`config.mk`:
```
export PLATFORM = sky130hd
export DESIGN_NAME = signed_integer_to_ascii_digits
export DESIGN_NICKNAME = d
export VERILOG_FILES = /design/src/hdl/sitoa_pkg.sv /design/src/hdl/signed_integer_to_ascii_digits.sv
export SDC_FILE = /design/constraint.sdc
export NUM_CORES = 1
export LEC_CHECK = 0
export BUFFER_PORTS_ARGS = -buffer_cell sky130_fd_sc_hd__buf_2
export CORE_UTILIZATION = 60
export DETAILED_ROUTE_END_ITERATION = 16
export PLACE_DENSITY = 0.78
export RECOVER_POWER = 25
export SETUP_SLACK_MARGIN = 0.1
export SLEW_MARGIN = 5
export SYNTH_ARGS = -nofsm -noshare
export SYNTH_HDL_FRONTEND = slang
export SYNTH_SLANG_ARGS = --single-unit
export TNS_END_PERCENT = 5
```
`constraint.sdc`:
```
create_clock -name clk -period 5.8 [get_ports clk]
set_clock_uncertainty 0.2 [all_clocks]
set_input_delay 0.58 -clock clk [delete_from_list [all_inputs] [get_ports clk]]
set_output_delay 0.58 -clock clk [all_outputs]
set_load 0.05 [all_outputs]
```
`src/hdl/sitoa_pkg.sv`:
```
// ----------------------------------------------------------------------------
// sitoa_pkg
// Shared types, constants and helpers for the signed integer to ASCII
// converter.
// ----------------------------------------------------------------------------
`default_nettype none

package sitoa_pkg;

    // default width of the signed input value
    localparam int VALUE_WIDTH_DEFAULT = 32;

    // radix register limits and reset value
    localparam int BASE_WIDTH = 6;
    localparam logic [BASE_WIDTH-1:0] BASE_RESET = 6'd10;
    localparam logic [BASE_WIDTH-1:0] BASE_MIN   = 6'd2;
    localparam logic [BASE_WIDTH-1:0] BASE_MAX   = 6'd36;

    // ascii encoding
    localparam int CHAR_WIDTH = 7;
    localparam logic [CHAR_WIDTH-1:0] CHAR_ZERO     = 7'd48;
    localparam logic [CHAR_WIDTH-1:0] CHAR_MINUS    = 7'd45;
    localparam logic [CHAR_WIDTH-1:0] LETTER_OFFSET = 7'd87;
    localparam logic [BASE_WIDTH-1:0] DECIMAL_LIMIT = 6'd10;

    // converter sequencer states
    typedef enum logic [2:0] {
        ST_IDLE,
        ST_DIVIDE,
        ST_SIGN,
        ST_READ,
        ST_LOAD
    } sitoa_state_t;

    // clamp the radix register to the supported range
    function automatic logic [BASE_WIDTH-1:0] clamp_base(input logic [BASE_WIDTH-1:0] b);
        logic [BASE_WIDTH-1:0] r;
        if (b < BASE_MIN)
            r = BASE_MIN;
        else if (b > BASE_MAX)
            r = BASE_MAX;
        else
            r = b;
        return r;
    endfunction

    // map a digit value to its ascii character
    function automatic logic [CHAR_WIDTH-1:0] digit_char(input logic [BASE_WIDTH-1:0] d);
        logic [CHAR_WIDTH-1:0] c;
        if (d >= DECIMAL_LIMIT)
            c = {1'b0, d} + LETTER_OFFSET;
        else
            c = {1'b0, d} + CHAR_ZERO;
        return c;
    endfunction

endpackage

`default_nettype wire

```
`src/hdl/signed_integer_to_ascii_digits.sv`:
```
// ----------------------------------------------------------------------------
// signed_integer_to_ascii_digits
// Converts one signed integer into its ASCII text form, most significant
// character first, with a minus sign for negative values.
// ----------------------------------------------------------------------------
// One value is taken at a time. The magnitude runs through a bit-serial
// restoring divider that produces one quotient bit per cycle; the remainder
// of each digit is pushed onto a small digit stack. The digits are then
// popped out one character at a time: a stack read state, then a load of the
// output register, which waits while the output is stalled. A minus sign, if
// any, is loaded into the output register before the digits.
// The radix register may only be written while no conversion is in flight;
// values below 2 act as 2 and above 36 act as 36.
`default_nettype none

module signed_integer_to_ascii_digits
    import sitoa_pkg::*;
#(
    parameter int VALUE_WIDTH = VALUE_WIDTH_DEFAULT
)
(
    input  wire logic                                clk,
    input  wire logic                                rst_n,

    // radix configuration
    input  wire logic                                cfg_valid,
    output logic                                     cfg_ready,
    input  wire logic [BASE_WIDTH-1:0]               cfg_data,    // digit_base

    // input value stream
    input  wire logic                                s_tvalid,
    output logic                                     s_tready,
    input  wire logic [((VALUE_WIDTH+7)/8)*8-1:0]    s_tdata,     // value, zero pad

    // output character stream
    output logic                                     m_tvalid,
    input  wire logic                                m_tready,
    output logic [7:0]                               m_tdata,     // character, zero pad
    output logic                                     m_tlast
);

    localparam int ADDR_W = $clog2(VALUE_WIDTH);
    localparam int CNT_W  = $clog2(VALUE_WIDTH + 1);
    localparam logic [ADDR_W-1:0] BIT_LAST = ADDR_W'(VALUE_WIDTH - 1);

    sitoa_state_t              state_reg, state_next;
    logic [BASE_WIDTH-1:0]     base_reg;
    logic [BASE_WIDTH-1:0]     base_eff;
    logic [VALUE_WIDTH-1:0]    mag_reg, mag_next;
    logic [BASE_WIDTH-1:0]     rem_reg, rem_next;
    logic                      neg_reg, neg_next;
    logic [ADDR_W-1:0]         bit_cnt_reg, bit_cnt_next;
    logic [CNT_W-1:0]          digit_count_reg, digit_count_next;
    logic [BASE_WIDTH-1:0]     digit_mem [VALUE_WIDTH];
    logic [BASE_WIDTH-1:0]     rd_data_reg;
    logic [ADDR_W-1:0]         rd_addr;
    logic                      push;
    logic [BASE_WIDTH:0]       trial;
    logic [BASE_WIDTH:0]       trial_diff;
    logic                      qbit;
    logic [BASE_WIDTH-1:0]     rem_step;
    logic [VALUE_WIDTH-1:0]    in_value;
    logic [VALUE_WIDTH-1:0]    in_mag;
    logic                      out_free;
    logic                      out_load;
    logic [CHAR_WIDTH-1:0]     out_char;
    logic                      out_last;
    logic                      m_tvalid_reg;
    logic [CHAR_WIDTH-1:0]     m_char_reg;
    logic                      m_tlast_reg;

    // radix register
    always_ff @(posedge clk or negedge rst_n)
    begin
        if (!rst_n)
            base_reg <= BASE_RESET;
        else if (cfg_valid && cfg_ready)
            base_reg <= cfg_data;
    end

    assign cfg_ready = 1'b1;
    assign base_eff  = clamp_base(base_reg);

    // input magnitude, most negative value maps to 2^(w-1)
    assign in_value = s_tdata[VALUE_WIDTH-1:0];
    assign in_mag   = in_value[VALUE_WIDTH-1] ? (~in_value + 1'b1) : in_value;

    // one restoring division step
    assign trial      = {rem_reg, mag_reg[VALUE_WIDTH-1]};
    assign trial_diff = trial - {1'b0, base_eff};
    assign qbit       = (trial >= {1'b0, base_eff});
    assign rem_step   = qbit ? trial_diff[BASE_WIDTH-1:0] : trial[BASE_WIDTH-1:0];

    // output register handshake
    assign out_free = !m_tvalid_reg || m_tready;

    // stack read address is the top digit
    assign rd_addr = ADDR_W'(digit_count_reg - 1'b1);

    // state register
    always_ff @(posedge clk or negedge rst_n)
    begin
        if (!rst_n)
        begin
            state_reg       <= ST_IDLE;
            digit_count_reg <= '0;
            bit_cnt_reg     <= '0;
            neg_reg         <= 1'b0;
        end
        else
        begin
            state_reg       <= state_next;
            digit_count_reg <= digit_count_next;
            bit_cnt_reg     <= bit_cnt_next;
            neg_reg         <= neg_next;
        end
    end

    // datapath registers
    always_ff @(posedge clk)
    begin
        mag_reg <= mag_next;
        rem_reg <= rem_next;
    end

    // next state and datapath control
    always_comb
    begin
        state_next       = state_reg;
        mag_next         = mag_reg;
        rem_next         = rem_reg;
        neg_next         = neg_reg;
        bit_cnt_next     = bit_cnt_reg;
        digit_count_next = digit_count_reg;
        push             = 1'b0;
        out_load         = 1'b0;
        out_char         = CHAR_MINUS;
        out_last         = 1'b0;
        s_tready         = 1'b0;

        unique case (state_reg)
            ST_IDLE:
            begin
                s_tready = 1'b1;
                if (s_tvalid)
                begin
                    mag_next         = in_mag;
                    neg_next         = in_value[VALUE_WIDTH-1];
                    rem_next         = '0;
                    bit_cnt_next     = '0;
                    digit_count_next = '0;
                    state_next       = ST_DIVIDE;
                end
            end

            ST_DIVIDE:
            begin
                mag_next     = {mag_reg[VALUE_WIDTH-2:0], qbit};
                rem_next     = rem_step;
                bit_cnt_next = bit_cnt_reg + 1'b1;
                if (bit_cnt_reg == BIT_LAST)
                begin
                    // digit done: push remainder, stop once quotient is zero
                    push             = 1'b1;
                    digit_count_next = digit_count_reg + 1'b1;
                    bit_cnt_next     = '0;
                    if (mag_next == '0)
                        state_next = neg_reg ? ST_SIGN : ST_READ;
                    else
                        rem_next = '0;
                end
            end

            ST_SIGN:
            begin
                if (out_free)
                begin
                    out_load   = 1'b1;
                    out_char   = CHAR_MINUS;
                    out_last   = 1'b0;
                    state_next = ST_READ;
                end
            end

            ST_READ:
            begin
                state_next = ST_LOAD;
            end

            ST_LOAD:
            begin
                if (out_free)
                begin
                    out_load         = 1'b1;
                    out_char         = digit_char(rd_data_reg);
                    out_last         = (digit_count_reg == CNT_W'(1));
                    digit_count_next = digit_count_reg - 1'b1;
                    state_next       = out_last ? ST_IDLE : ST_READ;
                end
            end

            default:
            begin
                state_next = ST_IDLE;
            end
        endcase
    end

    // digit stack
    always_ff @(posedge clk)
    begin
        if (push)
            digit_mem[digit_count_reg[ADDR_W-1:0]] <= rem_step;
        rd_data_reg <= digit_mem[rd_addr];
    end

    // output register
    always_ff @(posedge clk or negedge rst_n)
    begin
        if (!rst_n)
            m_tvalid_reg <= 1'b0;
        else if (out_load)
            m_tvalid_reg <= 1'b1;
        else if (m_tready)
            m_tvalid_reg <= 1'b0;
    end

    always_ff @(posedge clk)
    begin
        if (out_load)
        begin
            m_char_reg  <= out_char;
            m_tlast_reg <= out_last;
        end
    end

    assign m_tvalid = m_tvalid_reg;
    assign m_tdata  = {1'b0, m_char_reg};
    assign m_tlast  = m_tlast_reg;

    // checks

    // a new value is only taken with an empty digit stack
    a_idle_empty: assert property (@(posedge clk) disable iff (!rst_n)
        s_tready |-> digit_count_reg == '0)
        else $error("input accepted with digits pending");

    // divider remainder stays below the radix
    a_rem_range: assert property (@(posedge clk) disable iff (!rst_n)
        state_reg == ST_DIVIDE |-> rem_reg < base_eff)
        else $error("remainder out of range");

    // stack never overflows while dividing
    a_stack_room: assert property (@(posedge clk) disable iff (!rst_n)
        state_reg == ST_DIVIDE |-> digit_count_reg < CNT_W'(VALUE_WIDTH))
        else $error("digit stack overflow");

    // popping only happens with digits on the stack
    a_pop_nonempty: assert property (@(posedge clk) disable iff (!rst_n)
        (state_reg == ST_READ || state_reg == ST_LOAD) |-> digit_count_reg != '0)
        else $error("pop from empty digit stack");

endmodule

`default_nettype wire

```
==> flow_summary.ini, run 1 <==
[floorplanning]
initial_core_util_pct = 61.7
die_x_um = 144
die_y_um = 144
dieArea_sq_um = 20700
ioPinCount = 55
design.core.area_sq_um = 19600
row_count = 51

[timing]
slew_viol_final = 89
max_slew.worst_pin.slew_ps = 2090
fin_ws_ps = 1770
finalHoldViolCount = 0
achievable-frequency_mhz = 248
setup_violations = 0
fin_setup_tns_ps = 0
grt_setup_unrepaired = no
post-route-min-period_ps = 4030
finalCritPeriodShare_pct = 69.4
max-slew-margin-rel_pct = -39.0

[place]
place_congestion = 0.849
portBuffers = 52
preCtsSetupSlack_ps = 1890
dp_hpwl_um = 16900

[synth]
syn_inst = 812
synth-edff-count = 238
yosysMostFrequentCell = edfxtp_1
synthTopCellsByArea = edfxtp_1, mux4_2, dfrtp_1
synthArstFlopShare_pct = 8.27
yosysTopAreaCell = edfxtp_1
synth_flop_cell = edfxtp_1
synth-seq-area-share_pct = 64.7
synth.distinct_cells = 69
yosysTopAreaCellShare_pct = 59.1
ys_warn_count = 0
synth_seq_cells = 266
syn_avg_cell_area_sq_um = 14.9
syn_nets = 876
syn-cell-area_sq_um = 12100
synthTopCellsByCount = edfxtp_1, nor2_1, nand2_1

[routing]
drtAntennaViolNets = 0
wl_per_cell_um = 22.5
first_iter_violations = 639
drt_pass1_iterations = 5
wl_um = 25800
dr_total_vias = 7273
drcViolationCount = 0
vias_per_cell = 6.34

[setup_path]
critPathCaptureType = flip-flop
reg2reg_depth = 9
crit_cells = 9
arrival_ps = 3950
cp.required_ps = 5720
slowest_delay_ps = 1030
critPathBufInv = 0
startpoint_type = flip-flop
crit_top_cell = nand2_1
cpLargestDelayFamily = compound AO/OA/AOI/OAI gates
cp_max_fo = 32
slowest_stage = a21oi_2
critPathKind = reg -> reg
crit_chain = nor3_1 > nand2_1 > nand2_1 > o21ai_0 > ha_1 > a21oi_1 > o211ai_1 > nor2_1 > a21oi_2

[global_route]
grt_max_degree = 50
overflow = 0
grt_usage_pct = 26.2
antenna_found_initial = 0
grt_pass1_vias = 7264
grt_pass1_wl_um = 40600

[final_layout]
largest_register_ff_count = 192
fin_nets = 925
drive_gt1_share_pct = 19.6
n_antenna_cell = 0
areaGrowthSynthToFinish_pct = 10.8

[clocking]
cts_buffers = 27
post_cts_buffers = 0
cts_tree = yes
numClockSinks = 266
cts.clk_slew.worst_paths_ps = 60
cts_max_level = 1
clockBufferDepth = 3
cts_hold_buf = 1
post_cts_resized = 0
cts_root_buf = clkbuf_16
insertion_delay_ps = 520

[power]
pwr-share-clk_pct = 22.3
p_sw_mw = 2.38
irDropWorstVdd_uv = 352
p_int_mw = 4.69
p_leak_nw = 4.51
power_frac_comb_pct = 34.5
switching_share_pct = 33.7
p_per_area_nw_per_um2 = 528
p_seq_share_pct = 43.2

[outcome]
status = finished, violations left
violations = max-capacitance violations, max-slew violations

[run]
maxCapViolCount = 2

[hold_path]
holdPathStages = 3
hold_class = in -> reg
-- final timing paths --
check	from	end	slack [ps]
hold reg to reg	digit_count_reg[5]	digit_count_reg[5]	270
max in group asynchronous	rst_n	digit_count_reg[0]	3810
hold / removal	cfg_data[5]	base_reg[5]	80
setup reg to reg	base_reg[4]	digit_mem[10][0]	1770
min in group asynchronous	rst_n	base_reg[0]	680
setup / recovery	base_reg[4]	digit_mem[10][0]	1770
-- cell usage in the layout, fill, tap and decap left out, types with 4 or more instances in the layout --
cell       count
xor2_1        29
nand3_1       15
o31ai_1        8
buf_2         40
mux2i_1        9
mux2_2        21
o21a_1         4
xnor2_1       10
dfxtp_1        6
inv_1         14
dfrtp_1       19
o22ai_1        9
mux4_2        48
edfxtp_1     238
nand2_1       54
nand3b_1       4
ha_1          19
o21ai_0       39
a211oi_1      17
clkbuf_16     27
nor2_1        69
a22o_1         4
clkbuf_1      22
a31oi_1        5
nor3_1        10
nor4_1        11
clkinv_2       7
a21oi_1       21
nand2b_1       6
nor2b_1       15
o41ai_1        7
or3_1          6
-- cell families after synthesis --
| group | Yosys count | synth area share (%) |
|---|---|---|
| AND/OR/NAND/NOR | 211 | 8.49 |
| XOR/XNOR | 40 | 2.90 |
| multiplexers | 78 | 11.6 |
| buffers and inverters | 53 | 1.91 |
| flip-flops | 266 | 64.7 |
| AO/OA/AOI/OAI | 141 | 8.05 |
| adder cells (fa/ha/maj) | 21 | 2.24 |
| other | 2 | 0.0621 |
-- per-layer routing --
layer,vias to the layer above,GRT usage [%],wire length (um),share of wire (%)
li1,3270,-,-,-
met1,3646,36.0,10500,41
met2,326,44.2,13000,50
met3,31,3.70,1920,7.4
met4,0,6.55,417,1.6
met5,-,0,0,0
-- final cells by class --
class	instances	area, sq um
inverter	14	52.6
clock inverter	12	66.3
timing repair buffer	59	300
clock buffer	38	747
tap	265	332
sequential	266	7820
fill	1314	6200
multi-input combinational	493	4070
-- stage by stage --
stage	hold slack, ps	std cells	instance area [sq um]	util [%]	total power, mW
finish	75.7	1147	13400	68.3	7.07
global route	91.8	1147	13400	68.3	7.37
CTS	68.1	1146	13400	68.4	7.05
detailed placement	266	1095	12600	64.2	5.45
global placement	261	1095	12600	64.2	5.32
floorplan	84.4	812	12100	-	4.68
-- power groups by stage --
stage | logic (mW) | clock network [mW] | registers, mW
floorplan | 1.71 | 0 | 2.96
global placement | 2.24 | 0 | 3.08
detailed placement | 2.35 | 0 | 3.10
CTS | 2.39 | 1.60 | 3.06
global route | 2.62 | 1.67 | 3.08
finish | 2.44 | 1.58 | 3.05
-- worst min-delay path, delay by kind of cell --
family,cells,cell delay (ps)
buf+inv,1,70
simple gates,1,40
compound gates,1,60
No activity file was read; power rests on OpenSTA's default activity.
==> run 2, diff against run 1 <==
- CORE_UTILIZATION: 60 -> 56
- PLACE_DENSITY: 0.78 -> 0.77
- clock period: 5.8 -> 3.7 ns (I/O delays scaled with it)
==> flow_summary.ini, run 2 (synthesized netlist as in run 1, its figures left out) <==
[hold_path]
hold_start = cfg_valid
hold_class = in -> reg
holdPathStages = 2

[floorplanning]
row_count = 53
ioPinCount = 55
die_y_um = 149
design.core.area_sq_um = 21100
initial_core_util_pct = 57.3
dieArea_sq_um = 22200
die_x_um = 149

[power]
p_seq_share_pct = 41.7
switching_share_pct = 32.7
p_sw_mw = 3.68
p_leak_nw = 4.57
pwr-share-clk_pct = 23.6
power_frac_comb_pct = 34.7
irDropWorstVdd_uv = 836
p_int_mw = 7.59
p_per_area_nw_per_um2 = 830
finalPower_mw = 11.3

[clocking]
insertion_delay_ps = 520
numClockSinks = 266
cts_max_level = 1
cts.clk_slew.worst_paths_ps = 60
cts_tree = yes
cts_root_buf = clkbuf_16
clockBufferDepth = 3
cts_buffers = 26

[timing]
grt_setup_unrepaired = yes
finalCritPeriodShare_pct = 94.9
setup_violations = 0
max_slew.worst_pin.slew_ps = 1260
fin_setup_tns_ps = 0
achievable-frequency_mhz = 285
max-slew-margin-rel_pct = 16.0
whs_ps = 27.7
finalHoldViolCount = 0
post-route-min-period_ps = 3510
slew_viol_final = 0
fin_ws_ps = 190

[outcome]
status = finished, final reports clean

[final_layout]
final_common_cell = edfxtp_1
fin_nets = 941
n_antenna_cell = 0
fill_cells = 1462
areaGrowthSynthToFinish_pct = 12.4
final_cell_mix = edfxtp_1, nor2_1, nand2_1, mux4_2, buf_2
drive_gt1_share_pct = 20.2
largest_register_ff_count = 192

[setup_path]
cp.required_ps = 3750
cp_max_fo = 33
r2r-start = base_reg[4]
startpoint_type = flip-flop
reg2reg_depth = 9
arrival_ps = 3560
crit_chain = nor3_1 > nand2_1 > o211a_1 > ha_1 > nand2b_1 > a21oi_1 > o211a_1 > mux2_2 > nor2b_1
critPathBufInv = 0
crit_cells = 9
critPathCaptureType = flip-flop
crit_start = base_reg[4]
critPathKind = reg -> reg
slowest_delay_ps = 600
r2r_setup_slack_ps = 190
cpLargestDelayFamily = simple AND/OR/NAND/NOR gates
crit_top_cell = o211a_1
slowest_stage = mux2_2

[routing]
wl_per_cell_um = 21.0
drt_pass1_iterations = 5
drcViolationCount = 0
dr_total_vias = 7189
first_iter_violations = 610
wl_um = 24600
vias_per_cell = 6.13
drtAntennaViolNets = 0

[place]
place_congestion = 0.895
preCtsSetupSlack_ps = 169
portBuffers = 52
dp_hpwl_um = 16100

[global_route]
overflow = 0
grt_usage_pct = 23.1
grt_pass1_vias = 7001
antenna_found_initial = 0
grt_max_degree = 46
grt_pass1_wl_um = 38800

[run]
maxCapViolCount = 0
==> run 2: changes by cell type in the layout (fill, tap and decap cells not counted), sizes merged <==
cell,before,now
bufinv,0,3
clkinv,10,6
clkinvlp,0,4
clkbuf,52,49
buf,44,51
inv,16,14
dlygate4sd3,1,11
==> run 2: cell type report <==
type                    count  area [sq um]  share of cell area [%]
repair buffers             76           462                    3.40
clock buffers              35           726                    5.34
flip-flops and latches    266          7820                    57.6
well taps                 275           344                    2.53
multi-input cells         493          4030                    29.7
inverters                  14          52.6                   0.387
clock inverters            13           149                    1.10
==> run 2: per-stage QoR <==
stage	cell area, sq um	cells	utilization (%)
CTS	13600	1171	64.7
finish	13600	1172	64.4
global placement	12600	1112	60.0
global route	13600	1172	64.4
floorplan	12100	812	-
detailed placement	12600	1112	60.0
==> run 2: final timing paths <==
kind,to
max,rem_reg[1]
min,base_reg[3]
max reg2reg,rem_reg[1]
min reg2reg,digit_count_reg[5]
max in group asynchronous,base_reg[0]
min in group asynchronous,m_tvalid
==> run 2: layer usage <==
layer | wire [um] | GRT usage (%)
met4 | 480 | 5.82
met3 | 1390 | 3.06
met2 | 12100 | 37.8
met5 | 0 | 0
met1 | 10600 | 33.0
==> run 2: power groups by stage <==
stage	clock [mW]	combinational, mW	sequential [mW]
floorplan	0	2.69	4.64
global placement	0	3.74	4.76
detailed placement	0	3.88	4.77
CTS	2.70	3.91	4.71
global route	2.82	4.25	4.74
finish	2.66	3.92	4.70
==> run 2: what timing repair did <==
| action | in CTS | in global routing |
|---|---|---|
| setup buffers | 0 | 1 |
| hold buffers | 11 | 0 |
| setup endpoints to repair | 0 | 123 |
| hold endpoints to repair | 30 | 0 |
| gates resized for setup | 0 | 1 |
